===== src/hdl/chp_pkg.sv =====
package chp_pkg;

   localparam logic [1:0] MODE_IDLE = 2'd0;
   localparam logic [1:0] MODE_ESC1 = 2'd1;
   localparam logic [1:0] MODE_ESC2 = 2'd2;
   localparam logic [1:0] MODE_MSG  = 2'd3;

   localparam logic [1:0] FMT_FULL  = 2'd0;
   localparam logic [1:0] FMT_NOSID = 2'd1;
   localparam logic [1:0] FMT_TIME  = 2'd2;
   localparam logic [1:0] FMT_NONE  = 2'd3;

   localparam logic [5:0]  ID_ESC1    = 6'd0;
   localparam logic [5:0]  ID_ESC2    = 6'd1;
   localparam logic [16:0] STREAM_OFS = 17'd64;

   typedef struct packed {
      logic [1:0]  chunk_format;
      logic [16:0] chunk_stream;
      logic [23:0] time_value;
      logic        time_present;
      logic        time_is_delta;
      logic [23:0] body_length;
      logic        length_present;
      logic [7:0]  body_type;
      logic [31:0] message_stream;
      logic        stream_present;
   } chp_result_type;

   function automatic logic [3:0] msg_len(input logic [1:0] fmt);
      logic [3:0] len;
      unique case (fmt)
         FMT_FULL:  len = 4'd11;
         FMT_NOSID: len = 4'd7;
         FMT_TIME:  len = 4'd3;
         default:   len = 4'd0;
      endcase
      return len;
   endfunction

endpackage


===== src/hdl/chunk_header_parser.sv =====
// Channel | Direction | Payload
// req_    | in        | header_byte, one byte of the chunk header per beat
// rsp_    | out       | decoded header, one beat on the byte that completes a header
//
// One byte per cycle while no held result stalls the input; each byte is decoded in the cycle it is accepted.
// A result appears on rsp_ the cycle after its last header byte is accepted.
// The result register frees req_ready whenever it is empty or being taken,
// so the input stalls only while a result is held against a low rsp_ready.
// Reset is synchronous and returns the parser to the first basic-header byte.
module chunk_header_parser (
   input  logic        clock,
   input  logic        reset,
   input  logic        req_valid,
   output logic        req_ready,
   input  logic [7:0]  req_header_byte,
   output logic        rsp_valid,
   input  logic        rsp_ready,
   output logic [1:0]  rsp_chunk_format,
   output logic [16:0] rsp_chunk_stream,
   output logic [23:0] rsp_time_value,
   output logic        rsp_time_present,
   output logic        rsp_time_is_delta,
   output logic [23:0] rsp_body_length,
   output logic        rsp_length_present,
   output logic [7:0]  rsp_body_type,
   output logic [31:0] rsp_message_stream,
   output logic        rsp_stream_present
);
   import chp_pkg::*;

   logic           accept;
   logic           done;
   chp_result_type result;
   logic           rsp_valid_ff, rsp_valid_in;
   chp_result_type rsp_data_ff;

   assign req_ready = !rsp_valid_ff || rsp_ready;
   assign accept    = req_valid && req_ready;

   chp_gather u_gather (
      .clock       (clock),
      .reset       (reset),
      .accept      (accept),
      .header_byte (req_header_byte),
      .done        (done),
      .result      (result)
   );

   always_comb begin
      if (accept && done) begin
         rsp_valid_in = 1'b1;
      end else if (rsp_ready) begin
         rsp_valid_in = 1'b0;
      end else begin
         rsp_valid_in = rsp_valid_ff;
      end
   end

   always_ff @(posedge clock) begin
      if (reset) begin
         rsp_valid_ff <= 1'b0;
      end else begin
         rsp_valid_ff <= rsp_valid_in;
      end
   end

   always_ff @(posedge clock) begin
      if (accept && done) begin
         rsp_data_ff <= result;
      end
   end

   assign rsp_valid          = rsp_valid_ff;
   assign rsp_chunk_format   = rsp_data_ff.chunk_format;
   assign rsp_chunk_stream   = rsp_data_ff.chunk_stream;
   assign rsp_time_value     = rsp_data_ff.time_value;
   assign rsp_time_present   = rsp_data_ff.time_present;
   assign rsp_time_is_delta  = rsp_data_ff.time_is_delta;
   assign rsp_body_length    = rsp_data_ff.body_length;
   assign rsp_length_present = rsp_data_ff.length_present;
   assign rsp_body_type      = rsp_data_ff.body_type;
   assign rsp_message_stream = rsp_data_ff.message_stream;
   assign rsp_stream_present = rsp_data_ff.stream_present;

endmodule


===== src/hdl/chp_gather.sv =====
module chp_gather (
   input  logic                    clock,
   input  logic                    reset,
   input  logic                    accept,
   input  logic [7:0]              header_byte,
   output logic                    done,
   output chp_pkg::chp_result_type result
);
   import chp_pkg::*;

   logic [1:0]  mode_ff,   mode_in;
   logic [3:0]  pos_ff,    pos_in;
   logic [1:0]  format_ff, format_in;
   logic [16:0] stream_ff, stream_in;
   logic [23:0] time_ff,   time_in;
   logic [23:0] length_ff, length_in;
   logic [7:0]  type_ff,   type_in;
   logic [31:0] msid_ff,   msid_in;
   logic        basic_done;
   logic [5:0]  id;

   assign id = header_byte[5:0];

   always_comb begin
      mode_in    = mode_ff;
      pos_in     = pos_ff;
      format_in  = format_ff;
      stream_in  = stream_ff;
      time_in    = time_ff;
      length_in  = length_ff;
      type_in    = type_ff;
      msid_in    = msid_ff;
      basic_done = 1'b0;
      done       = 1'b0;

      unique case (mode_ff)
         MODE_IDLE: begin
            format_in = header_byte[7:6];
            time_in   = '0;
            length_in = '0;
            type_in   = '0;
            msid_in   = '0;
            pos_in    = '0;
            if (id == ID_ESC1) begin
               mode_in = MODE_ESC1;
            end else if (id == ID_ESC2) begin
               mode_in   = MODE_ESC2;
               stream_in = '0;
            end else begin
               stream_in  = {11'd0, id};
               basic_done = 1'b1;
            end
         end
         MODE_ESC1: begin
            stream_in  = {9'd0, header_byte} + STREAM_OFS;
            basic_done = 1'b1;
         end
         MODE_ESC2: begin
            if (pos_ff == 4'd0) begin
               stream_in = {9'd0, header_byte};
               pos_in    = 4'd1;
            end else begin
               stream_in  = {1'b0, header_byte, stream_ff[7:0]} + STREAM_OFS;
               basic_done = 1'b1;
            end
         end
         default: begin
            // Timestamp and length are big-endian, the message stream id little-endian.
            unique case (pos_ff)
               4'd0, 4'd1, 4'd2: time_in   = {time_ff[15:0], header_byte};
               4'd3, 4'd4, 4'd5: time_in   = time_ff;
               default:          time_in   = time_ff;
            endcase
            unique case (pos_ff)
               4'd3, 4'd4, 4'd5: length_in = {length_ff[15:0], header_byte};
               default:          length_in = length_ff;
            endcase
            if (pos_ff == 4'd6) begin
               type_in = header_byte;
            end
            unique case (pos_ff)
               4'd7:    msid_in[7:0]   = msid_ff[7:0]   | header_byte;
               4'd8:    msid_in[15:8]  = msid_ff[15:8]  | header_byte;
               4'd9:    msid_in[23:16] = msid_ff[23:16] | header_byte;
               4'd10:   msid_in[31:24] = msid_ff[31:24] | header_byte;
               default: msid_in        = msid_ff;
            endcase
            if (({1'b0, pos_ff} + 5'd1) >= {1'b0, msg_len(format_ff)}) begin
               done    = 1'b1;
               mode_in = MODE_IDLE;
               pos_in  = '0;
            end else begin
               pos_in = pos_ff + 4'd1;
            end
         end
      endcase

      // Format three carries no message header, so it completes with the basic header.
      if (basic_done) begin
         pos_in = '0;
         if (format_in == FMT_NONE) begin
            done    = 1'b1;
            mode_in = MODE_IDLE;
         end else begin
            mode_in = MODE_MSG;
         end
      end
   end

   always_comb begin
      result.chunk_format   = format_in;
      result.chunk_stream   = stream_in;
      result.time_present   = (format_in != FMT_NONE);
      result.time_is_delta  = (format_in == FMT_NOSID) || (format_in == FMT_TIME);
      result.length_present = (format_in == FMT_FULL) || (format_in == FMT_NOSID);
      result.stream_present = (format_in == FMT_FULL);
      result.time_value     = result.time_present ? time_in : '0;
      result.body_length    = result.length_present ? length_in : '0;
      result.body_type      = result.length_present ? type_in : '0;
      result.message_stream = result.stream_present ? msid_in : '0;
   end

   always_ff @(posedge clock) begin
      if (reset) begin
         mode_ff <= MODE_IDLE;
         pos_ff  <= '0;
      end else if (accept) begin
         mode_ff <= mode_in;
         pos_ff  <= pos_in;
      end
   end

   always_ff @(posedge clock) begin
      if (accept) begin
         format_ff <= format_in;
         stream_ff <= stream_in;
         time_ff   <= time_in;
         length_ff <= length_in;
         type_ff   <= type_in;
         msid_ff   <= msid_in;
      end
   end

endmodule


===== config.mk =====
export PLATFORM = sky130hd
export DESIGN_NAME = chunk_header_parser
export DESIGN_NICKNAME = d
export VERILOG_FILES = /design/src/hdl/chp_pkg.sv /design/src/hdl/chunk_header_parser.sv /design/src/hdl/chp_gather.sv
export SDC_FILE = /design/constraint.sdc
export NUM_CORES = 1
export LEC_CHECK = 0
export BUFFER_PORTS_ARGS = -buffer_cell sky130_fd_sc_hd__buf_4
export CAP_MARGIN = 15
export CORE_UTILIZATION = 45
export DETAILED_ROUTE_END_ITERATION = 12
export GPL_TIMING_DRIVEN = 0
export PLACE_DENSITY = 0.64
export SLEW_MARGIN = 20
export SYNTH_ARGS = -nofsm -noshare
export SYNTH_HDL_FRONTEND = slang
export SYNTH_SLANG_ARGS = --single-unit

===== constraint.sdc =====
create_clock -name clock -period 10.2 [get_ports clock]
set_input_delay 2.04 -clock clock [delete_from_list [all_inputs] [get_ports clock]]
set_output_delay 2.04 -clock clock [all_outputs]
set_load 0.02 [all_outputs]

==> results of run 1 <==
## cell usage in the layout, fill, tap and decap left out, types with 3 or more instances in the layout
master / n
edfxtp_1: 218
nand2_1: 172
buf_4: 120
o21ai_0: 78
and2_1: 64
clkbuf_1: 43
nand3_1: 29
a21oi_1: 27
clkbuf_16: 23
ha_1: 17
inv_1: 12
mux2i_1: 10
nor2_1: 9
a22o_1: 9
xor2_1: 7
clkinv_2: 7
dfxtp_1: 7
nand2b_1: 5
or2_2: 3
mux2_2: 3
nor3_1: 3
clkinv_1: 3
buf_12: 3
## routing by layer
| layer | routed length, um | share of wire (%) | global-route usage, % | up-vias |
|---|---|---|---|---|
| met5 | 0 | 0 | 0 | - |
| met4 | 372 | 1.8 | 5.155 | 0 |
| met3 | 1189 | 5.7 | 3.148 | 32 |
| met2 | 9661 | 46 | 30.99 | 194 |
| met1 | 9697 | 46 | 27.85 | 3010 |
| li1 | - | - | - | 3044 |
## path summary, 6_finish.rpt
path / cells past startpoint / to / slack (ps) / startpoint
setup / recovery: 3 / req_ready / 5510 / rsp_ready
hold / removal: 2 / u_gather.time_ff[19] / 570 / u_gather.time_ff[11]
setup reg to reg: 11 / rsp_body_length[18] / 6670 / u_gather.mode_ff[1]
hold reg to reg: 2 / u_gather.time_ff[19] / 570 / u_gather.time_ff[11]
## stage by stage
stage | setup WS (ps) | area [sq um] | hold slack [ps]
after floorplan | 1975 | 9573 | 511.4
after global placement | -896.1 | 10800 | 537.8
after detailed placement | 5114 | 10930 | 550.3
after CTS | 5503 | 11600 | 564.1
after global routing | 5437 | 11600 | 590.2
final | 5506 | 11600 | 565.7
## sequential cells by signal, indices dropped and copies added, names as in the netlist, 2 cells and up
name,flops
rsp_message_stream,32
u_gather.msid_ff,32
rsp_body_length,24
rsp_time_value,24
u_gather.length_ff,24
u_gather.time_ff,24
rsp_chunk_stream,17
u_gather.stream_ff,17
rsp_body_type,8
u_gather.type_ff,8
u_gather.pos_ff,4
rsp_chunk_format,2
u_gather.format_ff,2
u_gather.mode_ff,2
## cell type report
type	count	area (sq um)	area share [%]
flip-flops and latches	225	6686	57.64
multi-input cells	481	2675	23.06
repair buffers	124	1008	8.694
clock buffers	30	621.8	5.361
well taps	270	337.8	2.912
plain buffers	42	170.2	1.467
inverters	13	53.80	0.4638
clock inverters	10	46.29	0.3991
## where the power goes
| group | internal [W] | switching, W |
|---|---|---|
| Combinational | 0.000273 | 0.000506 |
| Clock | 0.000427 | 0.000329 |
| Sequential | 0.00132 | 0.0000833 |
## cell families after synthesis
kind of cell | share of synthesized area (%)
and+or+nand+nor | 14.81
muxes | 1.399
buffers and inverters | 2.287
adders and majority gates | 2.222
xor gates and xnor gates | 0.8235
AOI/OAI and AO/OA | 8.613
DFF | 69.85
## critical path: stages
cell    delay, ps
buf_4         110
or2b_2        330
buf_4         170
==> summary.md, run 1 <==
| Metric | Value |
|---|---|
| Outcome | `complete, no violations` |
| DRC violations left | `0` |
| Vias per std cell | `5.255` |
| Area share of the largest cell type after synthesis | `68.38%` |
| Synthesized area | `9573 sq um` |
| PD cells | `253.2 nW/um^2` |
| Most common cell in the synthesized netlist | `edfxtp_1` |
| Highest clock rate | `213.1 MHz` |
| Clock Pin Slew Worst Setup and Hold Paths | `60 ps` |
| Worst Skew | `15.59 ps` |
| Clock Path Buffers | `3` |
| Tmin final | `4694 ps` |
| Largest area contributor in the netlist | `edfxtp_1` |
| Share of cells above drive strength 1 | `19.03%` |
| RSZ-0062 raised after global routing | `false` |
| CTS Root Cell | `clkbuf_16` |
| Initial Util | `46.56%` |
| Leak | `4.306 nW` |
| Worst hold path type | `flop to flop` |
| Fill cell count | `1,780` |
| Syn Inst Count | `761` |
| CTS Hold Buffers Added | `0` |
| Synth async-reset ratio | `0%` |
| Post_cts resized | `0` |
| Syn Area/Cell | `12.58 sq um` |
| Die Ht | `147.9 um` |
| Worst Setup End Kind | `primary output` |
| #FFs+latches synth | `225` |
| DR WL/cell | `17.51 um` |
| Global Route Usage Sum | `19.47%` |
| Antenna violations before repair | `0` |
| Final setup violating endpoints | `0` |
| CTS tree | `built` |
| Crit path max fanout | `4` |
| Drt first pass iters | `5` |
| Critical path type | `primary input to primary output` |
| Max VDD drop | `137.3 uV` |
| Yosys warns | `0` |
| Power Total | `0.002938 W` |
| Die W | `147.9 um` |
| EDFF count, synth | `218` |
| Syn_nets | `790` |
| Critical Path RT | `8160 ps` |
| Io pins | `125` |
| Core region area | `20,560 sq um` |
| Placer Congestion | `0.8511` |
| Clk Latency, worst-skew pair | `510 ps` |
| Final Non-Filler Cells | `1,195` |
| Nets | `939` |
| Buffers on Ports | `119` |
| CTS H-tree depth | `1` |
| Final hold viol count | `0` |
| Dpl hpwl | `13,740 um` |
| Fin. max-slew vios | `0` |
| Critical Path AT | `2650 ps` |
| Area grow syn2layout | `21.17%` |
| Post-layout util | `56.42%` |
| Final ANT Viol Nets | `0` |
| First-pass GRT wire length | `33,190 um` |
| CTS Buf Count | `23` |
| Grt ovf | `0` |
| Synth Flop Type | `edfxtp_1` |
| Worst-Margin Slew | `921.6 ps` |
| Setup TNS | `0 ps` |
| Number of global-route vias before repair | `6,080` |
| Largest net degree at the start of global routing | `57` |
| Placed insts | `1,155` |
| CP Launch Type | `primary input` |
| Max_cap viols | `0` |
| Slew headroom | `38.09%` |
| Routed WL | `20,920 um` |
| Site Rows | `52` |
| DRT iter0 DRCs | `369` |
| Synth unique cells | `55` |
| Total vias in the final route | `6,280` |
| CTS sink cnt | `225` |
| Postcts setup bufs | `0` |
| Die ar. | `21,860 sq um` |
| Seq/Total Area, Yosys | `69.85%` |
| Crit share post-route | `46.01%` |
| Dominant cells by area after synthesis | `edfxtp_1 68%, nand2_1 6.7%, and2_1 4.2%, o21ai_0 4.1%, ha_1 2.2%` |
| Antenna diodes | `0` |
| Top cells by count, synth | `218 x edfxtp_1, 172 x nand2_1, 78 x o21ai_0` |
Note: power is estimated with default switching activity, not from simulation.
==> run 2: changes to the inputs <==
PLACE_DENSITY = 0.66   (was 0.64)
clock period = 4.3 ns   (was 10.2 ns; I/O delays follow)
==> run 2 against run 1 <==
Against the previous run:
- total power increased to 2.5 times the previous value
- sequential power increased by 140%
- sequential share of layout area decreased by 1.1 points
- worst setup slack got worse by 5000 ps
- die area unchanged
- clock power increased to 2.9 times the previous value
- sequential cell count unchanged
- final cell count increased by 0.25%
- hold slack got worse by 5.8 ps
- design area increased by 2.0%
- via count increased by 0.61%
- utilization increased by 1.1 points
- largest cell class unchanged
==> summary.md, run 2 (same netlist as run 1, synthesis figures left out) <==
| Metric | Value |
|---|---|
| Outcome | `complete, no violations` |
| Buffers on Ports | `119 (unchanged)` |
| Clock Pin Slew Worst Setup and Hold Paths | `60 ps (about the same)` |
| Commonest non-fill, non-tap cell in the layout | `edfxtp_1` |
| Vias per std cell | `5.274 (+0.35%)` |
| Antenna violations before repair | `0 (unchanged)` |
| Dpl hpwl | `13,760 um (+0.16%)` |
| Critical path type | `flop to flop` |
| Register share of total power | `44.7% (-3.0 points)` |
| Core region area | `20,560 sq um (unchanged)` |
| Max VDD drop | `325.1 uV (+140%)` |
| Most used cell, CP | `buf_16` |
| Post-layout util | `57.56% (+1.1 points)` |
| Area grow syn2layout | `23.62%` |
| Sw power | `0.002227 W (+140%)` |
| Die Ht | `147.9 um (unchanged)` |
| Worst-Margin Slew | `786.8 ps (-134.7 ps)` |
| CTS Hold Buffers Added | `0 (unchanged)` |
| Clock power frac | `30.1% (+4.4 points)` |
| Clk Latency, worst-skew pair | `520 ps (about the same)` |
| Routed WL | `20,760 um (-0.76%)` |
| Largest stage delay on the critical path | `490 ps (+160 ps)` |
| Post_cts resized | `0 (unchanged)` |
| R2r startpoint | `u_gather.mode_ff[0]` |
| PD cells | `627.7 nW/um^2 (+150%)` |
| Post-route cell area | `11,830 sq um (+2.0%)` |
| Share of cells above drive strength 1 | `19.83% (+0.80 points)` |
| Slowest CP cell | `dfxtp_1` |
| DR WL/cell | `17.33 um (-1.0%)` |
| Share of total power in combinational logic | `25.2% (-1.3 points)` |
| Crit-path cells | `inv_1, ha_1, clkbuf_1, mux2i_1, inv_1, ha_1, clkbuf_1, a22oi_1, nor2_4, buf_16, buf_16, buf_16, buf_16` |
| Critical Path RT | `4510 ps (-3650 ps)` |
| First-pass GRT wire length | `32,310 um (-2.7%)` |
| Net Sw Frac | `29.98% (-1.3 points)` |
| CTS H-tree depth | `1 (unchanged)` |
| Internal | `0.005201 W (+160%)` |
| Crit share post-route | `87.24%` |
| Crit path max fanout | `21 (+17)` |
| Die ar. | `21,860 sq um (unchanged)` |
| Postcts setup bufs | `0 (unchanged)` |
| DRT iter0 DRCs | `568 (+54%)` |
| Final ANT Viol Nets | `0 (unchanged)` |
| Most frequent cells in the layout | `218 x edfxtp_1, 172 x nand2_1, 120 x buf_4, 78 x o21ai_0, 64 x and2_1` |
| Total vias in the final route | `6,318 (+0.61%)` |
| Global Route Usage Sum | `19.01% (-0.46 points)` |
| Leak | `4.410 nW (+2.4%)` |
| Site Rows | `52 (unchanged)` |
| Tmin final | `3751 ps` |
| Antenna diodes | `0 (unchanged)` |
| Final setup violating endpoints | `0 (unchanged)` |
| Die W | `147.9 um (unchanged)` |
| Highest clock rate | `266.6 MHz` |
| Clock Path Buffers | `3 (unchanged)` |
| CTS Root Cell | `clkbuf_16` |
| Placed cell area | `10,970 sq um (+0.39%)` |
| Placer Congestion | `0.8264 (-2.9%)` |
| DRC violations left | `0 (unchanged)` |
| Worst Setup End Kind | `flop` |
| Largest net degree at the start of global routing | `61 (+7.0%)` |
| CP Launch Type | `flop` |
| Grt ovf | `0 (unchanged)` |
| Initial Util | `46.56% (unchanged)` |
| Max_cap viols | `0 (unchanged)` |
| Final hold viol count | `0 (unchanged)` |
| Fin. max-slew vios | `0 (unchanged)` |
| Worst hold path type | `flop to flop` |
| CTS sink cnt | `225 (unchanged)` |
| Critical Path AT | `3960 ps (+1310 ps)` |
| RSZ-0062 raised after global routing | `false` |
| Drt first pass iters | `5 (unchanged)` |
| HP Start | `u_gather.msid_ff[11]` |
| Io pins | `125 (unchanged)` |
| Nets | `940 (+0.11%)` |
| Slew headroom | `46.71% (+8.6 points)` |
| CTS Buf Count | `23 (unchanged)` |
| Number of global-route vias before repair | `6,070 (-0.16%)` |
| Worst Skew | `21.53 ps (+5.937 ps)` |
| CTS tree | `built` |
| Worst Setup SP | `u_gather.mode_ff[0]` |
run 2: cell count changes in the layout (fill, tap and decap cells not counted), moves of 2 or more:
cell,change
clkbuf_1,-3
clkbuf_8,-2
bufinv_16,+7
buf_16,+3
buf_12,-2
clkinv_1,-2
run 2: stage by stage:
stage / setup slack (ps) / setup TNS (ps) / power, W / hold slack [ps] / std cells
4_1_cts: 546.8 / 0 / 0.007495 / 562.2 / 1198
5_1_grt: 387.7 / 0 / 0.007782 / 584.6 / 1198
3_5_place_dp: 105.7 / 0 / 0.005238 / 547.6 / 1156
3_3_place_gp: -1224 / -198610 / 0.005167 / 539.3 / 1150
2_1_floorplan: 192.7 / 0 / 0.004477 / 511.4 / 761
6_report: 548.8 / 0 / 0.007428 / 559.9 / 1198
run 2: final timing paths:
path	slack [ps]	cells after the start	endpoint
hold / removal	560	2	u_gather.msid_ff[11]
setup reg to reg	550	13	rsp_message_stream[22]
hold reg to reg	560	2	u_gather.msid_ff[11]
setup / recovery	550	13	rsp_message_stream[22]
run 2: layout make-up:
| cell class | instances | area [sq um] |
|---|---|---|
| timing repair buffer | 125 | 1051 |
| clock buffer | 25 | 583.1 |
| sequential | 225 | 6686 |
| inverter | 13 | 53.80 |
| buffer | 42 | 170.2 |
| multi-input combinational | 481 | 2675 |
| clock inverter | 17 | 276.5 |
| tap | 270 | 337.8 |
| fill | 1703 | 8726 |
run 2: worst max-delay path: cells and delay by family (launching register included):
kind	cells	cell delay, ps
DFF	1	490
buffers and inverters	8	1740
AOI/OAI and AO/OA	1	240
adders and majority gates	2	370
muxes	1	210
and+or+nand+nor	1	400
run 2: layer usage:
layer	routed length [um]	track usage, %	up-vias
met4	297	4.330	0
met5	0	0	-
met2	9541	30.45	220
li1	-	-	3041
met3	1321	3.364	24
met1	9600	27.08	3033
run 2: power by group through the flow:
stage | registers (W) | clock network [W] | logic, W
2_1_floorplan | 0.00362 | 0 | 0.000860
3_3_place_gp | 0.00338 | 0 | 0.00179
3_5_place_dp | 0.00336 | 0 | 0.00187
4_1_cts | 0.00332 | 0.00228 | 0.00189
5_1_grt | 0.00337 | 0.00235 | 0.00205
6_report | 0.00332 | 0.00223 | 0.00187
